[src/ttr_pkg.sv]
`timescale 1ns / 1ps

package ttr_pkg;

    // Field widths
    localparam int IDX_W      = 32;
    localparam int VAL_W      = 64;
    localparam int SIZE_W     = 9;
    localparam int COORD_W    = SIZE_W - 1;
    localparam int NUM_DIMS   = 4;
    localparam int DIM_W      = 2;
    localparam int CNT_W      = 3;
    localparam int DIMN_W     = 4;

    // Highest dimension count honoured, 1 to 4
    localparam int MAX_DIMS        = 4;
    localparam int VALUE_WIDTH_DEF = 64;

    // Quotient bits resolved per divider stage
    localparam int DIV_STEP = 8;

    // Partial sums of the index rebuild
    localparam int T2_W = 16;
    localparam int T1_W = 24;

    // Configuration port
    localparam int CFG_ADDR_W = 3;
    localparam int CFG_DATA_W = 9;

    localparam logic [SIZE_W-1:0] SIZE_CAP = SIZE_W'(256);

    typedef enum logic [CFG_ADDR_W-1:0] {
        REG_DIM_COUNT,
        REG_SIZE_DIM0,
        REG_SIZE_DIM1,
        REG_SIZE_DIM2,
        REG_SIZE_DIM3,
        REG_SWAP_FIRST,
        REG_SWAP_SECOND
    } cfg_reg_e;

    typedef struct packed {
        logic [IDX_W-1:0] src_index;
        logic [VAL_W-1:0] elem_value;
    } in_item_t;

    typedef struct packed {
        logic [IDX_W-1:0] dest_index;
        logic [VAL_W-1:0] out_value;
        logic             range_error;
    } out_item_t;

    // Effective configuration seen by the datapath
    typedef struct packed {
        logic [NUM_DIMS-1:0][SIZE_W-1:0] size;
        logic [DIM_W-1:0]                swap_a;
        logic [DIM_W-1:0]                swap_b;
        logic                            swap_err;
    } cfg_eff_t;

    // Dimension count clamped to 1..MAX_DIMS
    function automatic logic [DIMN_W-1:0] eff_dim_count(input logic [CNT_W-1:0] raw);
        logic [DIMN_W-1:0] n;
        n = DIMN_W'(raw);
        if (n == '0)
            n = DIMN_W'(1);
        else if (n > DIMN_W'(MAX_DIMS))
            n = DIMN_W'(MAX_DIMS);
        return n;
    endfunction

    // Size of dimension d: 1 when unused or zero, capped at 256
    function automatic logic [SIZE_W-1:0] eff_size(input logic [SIZE_W-1:0] raw,
                                                   input int unsigned       d,
                                                   input logic [DIMN_W-1:0] n);
        logic [SIZE_W-1:0] s;
        if (DIMN_W'(d) >= n || raw == '0)
            s = SIZE_W'(1);
        else if (raw > SIZE_CAP)
            s = SIZE_CAP;
        else
            s = raw;
        return s;
    endfunction

    // Source dimension that lands in place d after the exchange
    function automatic logic [DIM_W-1:0] perm_dim(input logic [DIM_W-1:0] d,
                                                  input logic [DIM_W-1:0] a,
                                                  input logic [DIM_W-1:0] b);
        logic [DIM_W-1:0] p;
        if (d == a)
            p = b;
        else if (d == b)
            p = a;
        else
            p = d;
        return p;
    endfunction

endpackage

[src/ttr_cfg.sv]
`timescale 1ns / 1ps

module ttr_cfg
    import ttr_pkg::*;
(
    input  logic                  clk,
    input  logic                  rst_n,
    input  logic                  cfg_valid,
    output logic                  cfg_ready,
    input  logic [CFG_ADDR_W-1:0] cfg_index,
    input  logic [CFG_DATA_W-1:0] cfg_data,
    output cfg_eff_t              eff
);

    logic [CNT_W-1:0]                dim_count_reg, dim_count_next;
    logic [NUM_DIMS-1:0][SIZE_W-1:0] size_reg, size_next;
    logic [DIM_W-1:0]                swap_first_reg, swap_first_next;
    logic [DIM_W-1:0]                swap_second_reg, swap_second_next;
    logic [DIMN_W-1:0]               n_eff;

    assign cfg_ready = 1'b1;

    // Register write decode; unknown indexes are dropped
    always_comb
    begin
        dim_count_next   = dim_count_reg;
        size_next        = size_reg;
        swap_first_next  = swap_first_reg;
        swap_second_next = swap_second_reg;
        if (cfg_valid)
        begin
            case (cfg_reg_e'(cfg_index))
                REG_DIM_COUNT:   dim_count_next   = cfg_data[CNT_W-1:0];
                REG_SIZE_DIM0:   size_next[0]     = cfg_data[SIZE_W-1:0];
                REG_SIZE_DIM1:   size_next[1]     = cfg_data[SIZE_W-1:0];
                REG_SIZE_DIM2:   size_next[2]     = cfg_data[SIZE_W-1:0];
                REG_SIZE_DIM3:   size_next[3]     = cfg_data[SIZE_W-1:0];
                REG_SWAP_FIRST:  swap_first_next  = cfg_data[DIM_W-1:0];
                REG_SWAP_SECOND: swap_second_next = cfg_data[DIM_W-1:0];
                default:         ;
            endcase
        end
    end

    always_ff @(posedge clk or negedge rst_n)
    begin
        if (!rst_n)
        begin
            dim_count_reg   <= CNT_W'(1);
            for (int d = 0; d < NUM_DIMS; d++)
            begin
                size_reg[d] <= SIZE_W'(1);
            end
            swap_first_reg  <= '0;
            swap_second_reg <= '0;
        end
        else
        begin
            dim_count_reg   <= dim_count_next;
            size_reg        <= size_next;
            swap_first_reg  <= swap_first_next;
            swap_second_reg <= swap_second_next;
        end
    end

    // Effective sizes and swap range check
    assign n_eff = eff_dim_count(dim_count_reg);

    always_comb
    begin
        for (int d = 0; d < NUM_DIMS; d++)
        begin
            eff.size[d] = eff_size(size_reg[d], d, n_eff);
        end
        eff.swap_a   = swap_first_reg;
        eff.swap_b   = swap_second_reg;
        eff.swap_err = (DIMN_W'(swap_first_reg) >= n_eff) ||
                       (DIMN_W'(swap_second_reg) >= n_eff);
    end

endmodule

[src/ttr_div.sv]
`timescale 1ns / 1ps

module ttr_div
    import ttr_pkg::*;
#(
    parameter int SIDE_W = VALUE_WIDTH_DEF
)(
    input  logic               clk,
    input  logic               rst_n,
    input  logic               in_valid,
    output logic               in_ready,
    input  logic [IDX_W-1:0]   dividend,
    input  logic [SIZE_W-1:0]  divisor,
    input  logic [SIDE_W-1:0]  side_in,
    output logic               out_valid,
    input  logic               out_ready,
    output logic [IDX_W-1:0]   quotient,
    output logic [COORD_W-1:0] remainder,
    output logic [SIDE_W-1:0]  side_out
);

    localparam int STAGES = IDX_W / DIV_STEP;

    logic [STAGES-1:0]  valid_reg;
    logic [IDX_W-1:0]   word_reg  [STAGES];
    logic [COORD_W-1:0] rem_reg   [STAGES];
    logic [SIDE_W-1:0]  side_reg  [STAGES];
    logic [IDX_W-1:0]   word_next [STAGES];
    logic [COORD_W-1:0] rem_next  [STAGES];

    logic [STAGES-1:0]  stage_valid;
    logic [IDX_W-1:0]   word_feed [STAGES];
    logic [COORD_W-1:0] rem_feed  [STAGES];
    logic [SIDE_W-1:0]  side_feed [STAGES];
    logic [STAGES:0]    stage_ready;

    assign stage_ready[STAGES] = out_ready;
    assign in_ready            = stage_ready[0];

    genvar s;
    generate
        for (s = 0; s < STAGES; s++)
        begin : g_stage
            // Stage input: ports for the first, previous register otherwise
            if (s == 0)
            begin : g_first
                assign stage_valid[s] = in_valid;
                assign word_feed[s]   = dividend;
                assign rem_feed[s]    = '0;
                assign side_feed[s]   = side_in;
            end
            else
            begin : g_rest
                assign stage_valid[s] = valid_reg[s-1];
                assign word_feed[s]   = word_reg[s-1];
                assign rem_feed[s]    = rem_reg[s-1];
                assign side_feed[s]   = side_reg[s-1];
            end

            assign stage_ready[s] = !valid_reg[s] || stage_ready[s+1];

            // Restoring division, DIV_STEP quotient bits shifted in
            always_comb
            begin : div_step
                logic [COORD_W-1:0] r;
                logic [IDX_W-1:0]   w;
                logic [SIZE_W-1:0]  trial;
                logic               ge;
                r = rem_feed[s];
                w = word_feed[s];
                for (int k = 0; k < DIV_STEP; k++)
                begin
                    trial = {r, w[IDX_W-1]};
                    ge    = (trial >= divisor);
                    w     = {w[IDX_W-2:0], ge};
                    if (ge)
                        trial = trial - divisor;
                    r = trial[COORD_W-1:0];
                end
                word_next[s] = w;
                rem_next[s]  = r;
            end

            always_ff @(posedge clk or negedge rst_n)
            begin
                if (!rst_n)
                    valid_reg[s] <= 1'b0;
                else if (stage_ready[s])
                    valid_reg[s] <= stage_valid[s];
            end

            always_ff @(posedge clk)
            begin
                if (stage_ready[s] && stage_valid[s])
                begin
                    word_reg[s] <= word_next[s];
                    rem_reg[s]  <= rem_next[s];
                    side_reg[s] <= side_feed[s];
                end
            end
        end
    endgenerate

    assign out_valid = valid_reg[STAGES-1];
    assign quotient  = word_reg[STAGES-1];
    assign remainder = rem_reg[STAGES-1];
    assign side_out  = side_reg[STAGES-1];

endmodule

[src/ttr_rebuild.sv]
`timescale 1ns / 1ps

module ttr_rebuild
    import ttr_pkg::*;
#(
    parameter int VALUE_WIDTH = VALUE_WIDTH_DEF
)(
    input  logic                              clk,
    input  logic                              rst_n,
    input  cfg_eff_t                          cfg,
    input  logic                              in_valid,
    output logic                              in_ready,
    input  logic [IDX_W-1:0]                  top_quot,
    input  logic [NUM_DIMS-2:0][COORD_W-1:0]  coord_in,
    input  logic [VALUE_WIDTH-1:0]            value_in,
    output logic                              out_valid,
    input  logic                              out_ready,
    output out_item_t                         out_data
);

    logic [NUM_DIMS-1:0][COORD_W-1:0] coord;
    logic [DIM_W-1:0]                 p0, p1, p2, p3;
    logic                             ready1, ready2, ready3;

    logic                      s1_valid_reg, s2_valid_reg, out_valid_reg;
    logic [T2_W-1:0]           t2_reg, t2_next;
    logic [COORD_W-1:0]        c0a_reg, c1a_reg, c0b_reg;
    logic                      err1_reg, err1_next, err2_reg;
    logic [VALUE_WIDTH-1:0]    val1_reg, val2_reg;
    logic [T1_W-1:0]           t1_reg, t1_next;
    out_item_t                 out_data_reg, out_data_next;

    logic [SIZE_W+COORD_W-1:0] t2_full;
    logic [SIZE_W+T2_W-1:0]    t1_full;
    logic [SIZE_W+T1_W-1:0]    t0_full;

    // Ready chain: a stage moves when empty or when its successor moves
    assign ready3   = !out_valid_reg || out_ready;
    assign ready2   = !s2_valid_reg || ready3;
    assign ready1   = !s1_valid_reg || ready2;
    assign in_ready = ready1;

    // Last coordinate is the remaining quotient when the index is in range
    assign coord = {top_quot[COORD_W-1:0], coord_in};

    assign p0 = perm_dim(DIM_W'(0), cfg.swap_a, cfg.swap_b);
    assign p1 = perm_dim(DIM_W'(1), cfg.swap_a, cfg.swap_b);
    assign p2 = perm_dim(DIM_W'(2), cfg.swap_a, cfg.swap_b);
    assign p3 = perm_dim(DIM_W'(3), cfg.swap_a, cfg.swap_b);

    // Stage 1: range check and innermost multiply-add
    always_comb
    begin
        err1_next = (top_quot >= IDX_W'(cfg.size[NUM_DIMS-1]));
        t2_full   = cfg.size[p2] * coord[p3] + coord[p2];
        t2_next   = t2_full[T2_W-1:0];
    end

    // Stage 2
    always_comb
    begin
        t1_full = cfg.size[p1] * t2_reg + c1a_reg;
        t1_next = t1_full[T1_W-1:0];
    end

    // Stage 3: final multiply-add, error forces destination to zero
    always_comb
    begin
        t0_full                   = cfg.size[p0] * t1_reg + c0b_reg;
        out_data_next.range_error = err2_reg || cfg.swap_err;
        out_data_next.dest_index  = out_data_next.range_error ? '0 : t0_full[IDX_W-1:0];
        out_data_next.out_value   = VAL_W'(val2_reg);
    end

    always_ff @(posedge clk or negedge rst_n)
    begin
        if (!rst_n)
        begin
            s1_valid_reg  <= 1'b0;
            s2_valid_reg  <= 1'b0;
            out_valid_reg <= 1'b0;
        end
        else
        begin
            if (ready1)
                s1_valid_reg <= in_valid;
            if (ready2)
                s2_valid_reg <= s1_valid_reg;
            if (ready3)
                out_valid_reg <= s2_valid_reg;
        end
    end

    always_ff @(posedge clk)
    begin
        if (ready1 && in_valid)
        begin
            t2_reg   <= t2_next;
            c0a_reg  <= coord[p0];
            c1a_reg  <= coord[p1];
            err1_reg <= err1_next;
            val1_reg <= value_in;
        end
        if (ready2 && s1_valid_reg)
        begin
            t1_reg   <= t1_next;
            c0b_reg  <= c0a_reg;
            err2_reg <= err1_reg;
            val2_reg <= val1_reg;
        end
        if (ready3 && s2_valid_reg)
            out_data_reg <= out_data_next;
    end

    assign out_valid = out_valid_reg;
    assign out_data  = out_data_reg;

endmodule

[src/tensor_transpose_remap.sv]
`timescale 1ns / 1ps

// Transposition index remapper.
// in channel (in_valid/in_ready/in_data): one element per transaction, its
// linear source index and raw value. out channel (out_valid/out_ready/
// out_data): the destination index in the transposed layout, the value
// masked to VALUE_WIDTH bits, and range_error (destination forced to 0).
// cfg channel (cfg_valid/cfg_ready/cfg_index/cfg_data): always ready; a
// write takes effect at the next cycle; the user must make writes only
// while no element is in flight, which the block itself does not enforce.
// The path from input to output transaction has twelve divider
// stages (three divisions by the sizes of dimensions 0 to 2, eight
// quotient bits per stage) and three multiply-add stages that rebuild the
// index. Throughput is one transaction per cycle while out_ready is high.
// Every stage holds its own valid bit; a stalled receiver holds the output
// register and back-pressure reaches in_ready only once all stages ahead
// are full, so bubbles are squeezed out and nothing is lost or repeated.
// Reset empties the pipeline and restores the registers to one dimension
// of size 1 with both swap dimensions 0.

module tensor_transpose_remap
    import ttr_pkg::*;
#(
    parameter int VALUE_WIDTH = VALUE_WIDTH_DEF
)(
    input  logic                  clk,
    input  logic                  rst_n,
    input  logic                  in_valid,
    output logic                  in_ready,
    input  in_item_t              in_data,
    output logic                  out_valid,
    input  logic                  out_ready,
    output out_item_t             out_data,
    input  logic                  cfg_valid,
    output logic                  cfg_ready,
    input  logic [CFG_ADDR_W-1:0] cfg_index,
    input  logic [CFG_DATA_W-1:0] cfg_data
);

    localparam int SIDE0_W = VALUE_WIDTH;
    localparam int SIDE1_W = VALUE_WIDTH + COORD_W;
    localparam int SIDE2_W = VALUE_WIDTH + 2 * COORD_W;

    cfg_eff_t eff;

    logic               v0, r0, v1, r1, v2, r2;
    logic [IDX_W-1:0]   q0, q1, q2;
    logic [COORD_W-1:0] c0, c1, c2;
    logic [SIDE0_W-1:0] side0;
    logic [SIDE1_W-1:0] side1;
    logic [SIDE2_W-1:0] side2;

    logic [NUM_DIMS-2:0][COORD_W-1:0] coord_low;

    // Configuration registers
    ttr_cfg u_cfg (
        .clk       (clk),
        .rst_n     (rst_n),
        .cfg_valid (cfg_valid),
        .cfg_ready (cfg_ready),
        .cfg_index (cfg_index),
        .cfg_data  (cfg_data),
        .eff       (eff)
    );

    // Coordinate of dimension 0
    ttr_div #(.SIDE_W(SIDE0_W)) u_div0 (
        .clk       (clk),
        .rst_n     (rst_n),
        .in_valid  (in_valid),
        .in_ready  (in_ready),
        .dividend  (in_data.src_index),
        .divisor   (eff.size[0]),
        .side_in   (in_data.elem_value[VALUE_WIDTH-1:0]),
        .out_valid (v0),
        .out_ready (r0),
        .quotient  (q0),
        .remainder (c0),
        .side_out  (side0)
    );

    // Coordinate of dimension 1
    ttr_div #(.SIDE_W(SIDE1_W)) u_div1 (
        .clk       (clk),
        .rst_n     (rst_n),
        .in_valid  (v0),
        .in_ready  (r0),
        .dividend  (q0),
        .divisor   (eff.size[1]),
        .side_in   ({side0, c0}),
        .out_valid (v1),
        .out_ready (r1),
        .quotient  (q1),
        .remainder (c1),
        .side_out  (side1)
    );

    // Coordinate of dimension 2
    ttr_div #(.SIDE_W(SIDE2_W)) u_div2 (
        .clk       (clk),
        .rst_n     (rst_n),
        .in_valid  (v1),
        .in_ready  (r1),
        .dividend  (q1),
        .divisor   (eff.size[2]),
        .side_in   ({side1, c1}),
        .out_valid (v2),
        .out_ready (r2),
        .quotient  (q2),
        .remainder (c2),
        .side_out  (side2)
    );

    // side2 holds {value, c0, c1}; coordinates packed as {c2, c1, c0}
    assign coord_low = {c2, side2[COORD_W-1:0], side2[2*COORD_W-1:COORD_W]};

    // Exchange and destination index rebuild
    ttr_rebuild #(.VALUE_WIDTH(VALUE_WIDTH)) u_rebuild (
        .clk       (clk),
        .rst_n     (rst_n),
        .cfg       (eff),
        .in_valid  (v2),
        .in_ready  (r2),
        .top_quot  (q2),
        .coord_in  (coord_low),
        .value_in  (side2[SIDE2_W-1:2*COORD_W]),
        .out_valid (out_valid),
        .out_ready (out_ready),
        .out_data  (out_data)
    );

endmodule

[config.mk]
export PLATFORM = sky130hd
export DESIGN_NAME = tensor_transpose_remap
export DESIGN_NICKNAME = d
export VERILOG_FILES = /design/src/ttr_pkg.sv /design/src/ttr_cfg.sv /design/src/ttr_div.sv /design/src/ttr_rebuild.sv /design/src/tensor_transpose_remap.sv
export SDC_FILE = /design/constraint.sdc
export NUM_CORES = 2
export LEC_CHECK = 0
export BUFFER_PORTS_ARGS = -buffer_cell sky130_fd_sc_hd__buf_2
export CORE_ASPECT_RATIO = 0.75
export CORE_MARGIN = 2
export CORE_UTILIZATION = 55
export DETAILED_ROUTE_END_ITERATION = 8
export PLACE_DENSITY = 0.74
export SYNTH_ARGS = -nofsm -noshare
export SYNTH_HDL_FRONTEND = slang
export SYNTH_SLANG_ARGS = --single-unit
[constraint.sdc]
create_clock -name clk -period 18.55 [get_ports clk]
set_input_delay 0.9275 -clock clk [delete_from_list [all_inputs] [get_ports clk]]
set_output_delay 0.9275 -clock clk [all_outputs]
set_load 0.01 [all_outputs]
==> flow_metrics.py <==
metrics = {
    "run_status": {
        "status": "finished clean",
    },
    "routing": {
        "detail_route.drc_violations": 0,
        "wl_per_cell_um": 22.20,
        "detail_route.iter0.violations": 7263,
        "detail-route-antenna-nets": 0,
        "wirelength_mm": 280.4,
        "num_vias": 75479,
        "detailedRoute.firstPassIterationCount": 9,
        "vias_per_cell": 5.976,
    },
    "yosys": {
        "synth-edff-count": 1635,
        "synth.net_count": 10960,
        "yosys.area_share.simple_pct": 10.97,
        "synth_async_sr_flop_share_pct": 3.426,
        "largest_area_contributor_in_the_synthesized_netlist": "edfxtp_1",
        "post_synth.cell_area_avg_um2": 11.54,
        "ys_top_cells_by_area": "edfxtp_1 45%, ha_1 12%, fa_1 7.4%",
        "synth_ff_type": "edfxtp_1",
        "yosys.area_share.adder_pct": 19.37,
        "cell_area_synth_mm2": 0.1086,
        "synth_compound_gate_area_share_pct": 11.58,
        "xor_xnor_share_of_the_synthesized_area_pct": 4.347,
        "dominant_combinational_cell_family_by_area_after_synthesis": "adder cells",
        "yosys.area.top_type_share_pct": 45.21,
        "yosys_register_bits": 1693,
        "yosys_warnings": 0,
        "yosysSeqAreaShare_pct": 46.55,
        "synth_mux_area_share_pct": 3.901,
        "synthCells": 9407,
        "synth_cell_types": 101,
    },
    "placement": {
        "dp_worst_setup_slack_ns": -0.01571,
        "place_congestion": 0.9727,
        "dpl.hpwl_mm": 200.3,
        "dpl.cell_count": 12285,
        "port_buffers": 211,
        "detailed_place.area_mm2": 0.1140,
    },
    "worst_setup_path": {
        "crit_path_most_repeated_cell": "o21ai_0",
        "r2r_slack_ns": 1.12,
        "critical_path_required_ns": 19.11,
        "timing.critical_path.to_type": "flop",
        "worstSetupStartpoint": "u_cfg.dim_count_reg[1]$_DFFE_PN0P_",
        "crit_path_max_fanout": 15,
        "timing.rr.start": "u_cfg.dim_count_reg[1]$_DFFE_PN0P_",
        "timing.critical_path.slowest_cell_delay_ns": 0.55,
        "cp_slowest_cell": "dfrtp_1",
        "arrival_ns": 17.99,
        "setup.worst_path.class": "flop to flop",
        "setup.worst_path.start_class": "flop",
    },
    "timing": {
        "maxSlewViolCount": 0,
        "fin_skew_ns": 0.09008,
        "timing.hold.ws_ns": 0.2350,
        "final_critical_path_setup_slack_ns": 1.125,
        "max_slew_margin_vs_limit_pct": 20.43,
        "fmaxAchievable_mhz": 57.39,
        "finalCriticalPeriod_ns": 17.43,
        "final_setup_fails": 0,
        "timing_worst_slew_pin_value_ns": 1.194,
        "hold_viol": 0,
        "final.period_utilization_pct": 93.94,
    },
    "cells_and_area": {
        "layout_area_overhead_pct": 10.89,
        "multi_input_combinational_cell_area_mm2": 0.05518,
        "drive_gt1_share_pct": 12.25,
        "final.fill_count": 15315,
        "seqCellArea_mm2": 0.05055,
        "finish.instance_area_mm2": 0.1204,
        "max_ffs_per_register": 320,
        "finish.net_count": 11397,
        "layout.cells.non_filler": 12630,
    },
    "clock_tree": {
        "cts-buffers-inserted": 173,
        "clock_tree.root_cell": "clkbuf_16",
        "cts.clk_slew.worst_paths_ns": 0.06,
        "cts.path.max_buffers": 4,
        "worst_skew_late_latency_ns": 0.87,
        "cts_tree": "yes",
        "cts_max_level": 4,
        "numClockSinks": 1693,
        "post_cts_hold_buffer_count": 0,
    },
    "floorplan": {
        "floorplan.rows": 141,
        "area_of_the_die_mm2": 0.2011,
        "die-height_um": 388.8,
        "starting_density_of_the_core_pct": 55.26,
        "io_pins": 213,
        "die_width_um": 517.1,
        "design.core.area_mm2": 0.1965,
    },
    "global_routing": {
        "grt_util_all_layers_pct": 27.59,
        "leftover_overflow_at_the_end_of_global_routing": 0,
        "grt_first_pass_wirelength_mm": 431.7,
        "grt_start_max_net_pins": 66,
        "grt_pass1_vias": 75144,
        "grt_antenna_before_repair": 11,
    },
    "hold_path": {
        "min_from": "in_data[27]",
        "min-delay-path-class": "primary input to flop",
    },
    "flow_run": {
        "max_cap_violations": 0,
    },
}
critical path, delay by kind of cell, from the launching register on:
kind | cells | cell delay [ns]
AOI/OAI and AO/OA | 40 | 8.37
adders and majority gates | 8 | 2.48
buffers and inverters | 9 | 1.49
DFF | 1 | 0.55
muxes | 3 | 0.99
and+or+nand+nor | 20 | 3.28
logic make-up after synthesis:
kind of cell    Yosys count
simple gates           2450
compound gates         1956
flops                  1693
fa+ha+maj              1440
buf+inv                 943
xor+xnor                539
mux                     385
other cells               1
final cells by class:
type / instances / area share (%)
clock buffer: 202 / 3.745
multi-input combinational: 6771 / 45.82
tap: 2645 / 2.748
sequential: 1693 / 41.98
timing repair buffer: 424 / 2.249
inverter: 781 / 2.448
clock inverter: 108 / 1.001
antenna: 6 / 0.01247
path summary, 6_finish.rpt:
path                                                    endpoint  cells past startpoint
max in group asynchronous         u_cfg.size_reg[16]$_DFFE_PN0P_                      2
worst max register to register    u_div1.rem_reg[3][1]$_DFFE_PP_                     80
worst min-delay path            u_div0.side_reg[0][27]$_DFFE_PP_                      1
min in group asynchronous        u_rebuild.out_valid$_DFFE_PN0P_                      2
worst min register to register  u_div2.side_reg[1][32]$_DFFE_PP_                      0
worst max-delay path              u_div1.rem_reg[3][1]$_DFFE_PP_                     80
placed cells by master (no fill, tap or decap), types with 192 or more instances in the layout:
master / synthesis / layout
nand2_1: 713 / 702
buf_2: 2 / 211
a21o_1: 224 / 222
a21oi_1: 497 / 477
nor2_1: 579 / 574
xnor2_1: 347 / 347
inv_1: 755 / 749
xor2_1: 192 / 192
o21ai_0: 458 / 434
fa_1: 402 / 402
buf_4: 2 / 208
edfxtp_1: 1635 / 1635
nor2b_1: 285 / 279
mux2_2: 295 / 295
ha_1: 1038 / 1038
per-layer routing:
| layer | vias up | wire (um) | GRT usage [%] |
|---|---|---|---|
| met5 | - | 48 | 0 |
| met4 | 8 | 8565 | 8.126 |
| met3 | 560 | 23270 | 4.809 |
| met2 | 3014 | 122200 | 42.00 |
| met1 | 36861 | 126300 | 40.47 |
| li1 | 35036 | - | - |
Yosys cell counts, drive strengths merged (40+ instances only):
cell	instances
xnor2	347
buf	45
a31oi	75
fa	402
nand2	713
mux2i	88
a21o	224
xor2	192
or2	41
o21a	159
o21ai	478
a21boi	44
a211oi	72
ha	1038
nand4	138
clkbuf	117
mux2	297
a21oi	498
nand3	138
nor2	580
and3	51
edfxtp	1635
nor2b	285
and2	102
dfrtp	53
inv	773
nand2b	177
nor3	123
o21bai	60
o221ai	40
through the flow:
step | setup TNS [ns] | util (%)
5_1_grt | -0.3097 | 61.27
3_3_place_gp | 0 | 57.99
6_report | 0 | 61.28
4_1_cts | 0 | 60.90
3_5_place_dp | -0.01571 | 57.99
2_1_floorplan | 0 | -
timing repair:
item                       4_1_cts  5_1_grt
pin swaps                        0       12
setup buffers                    0       29
setup endpoints to repair        7      108
gates resized for setup          2      127
Power is not shown: default switching activity piles up to over one toggle a cycle in this logic, so the estimate is an artifact.
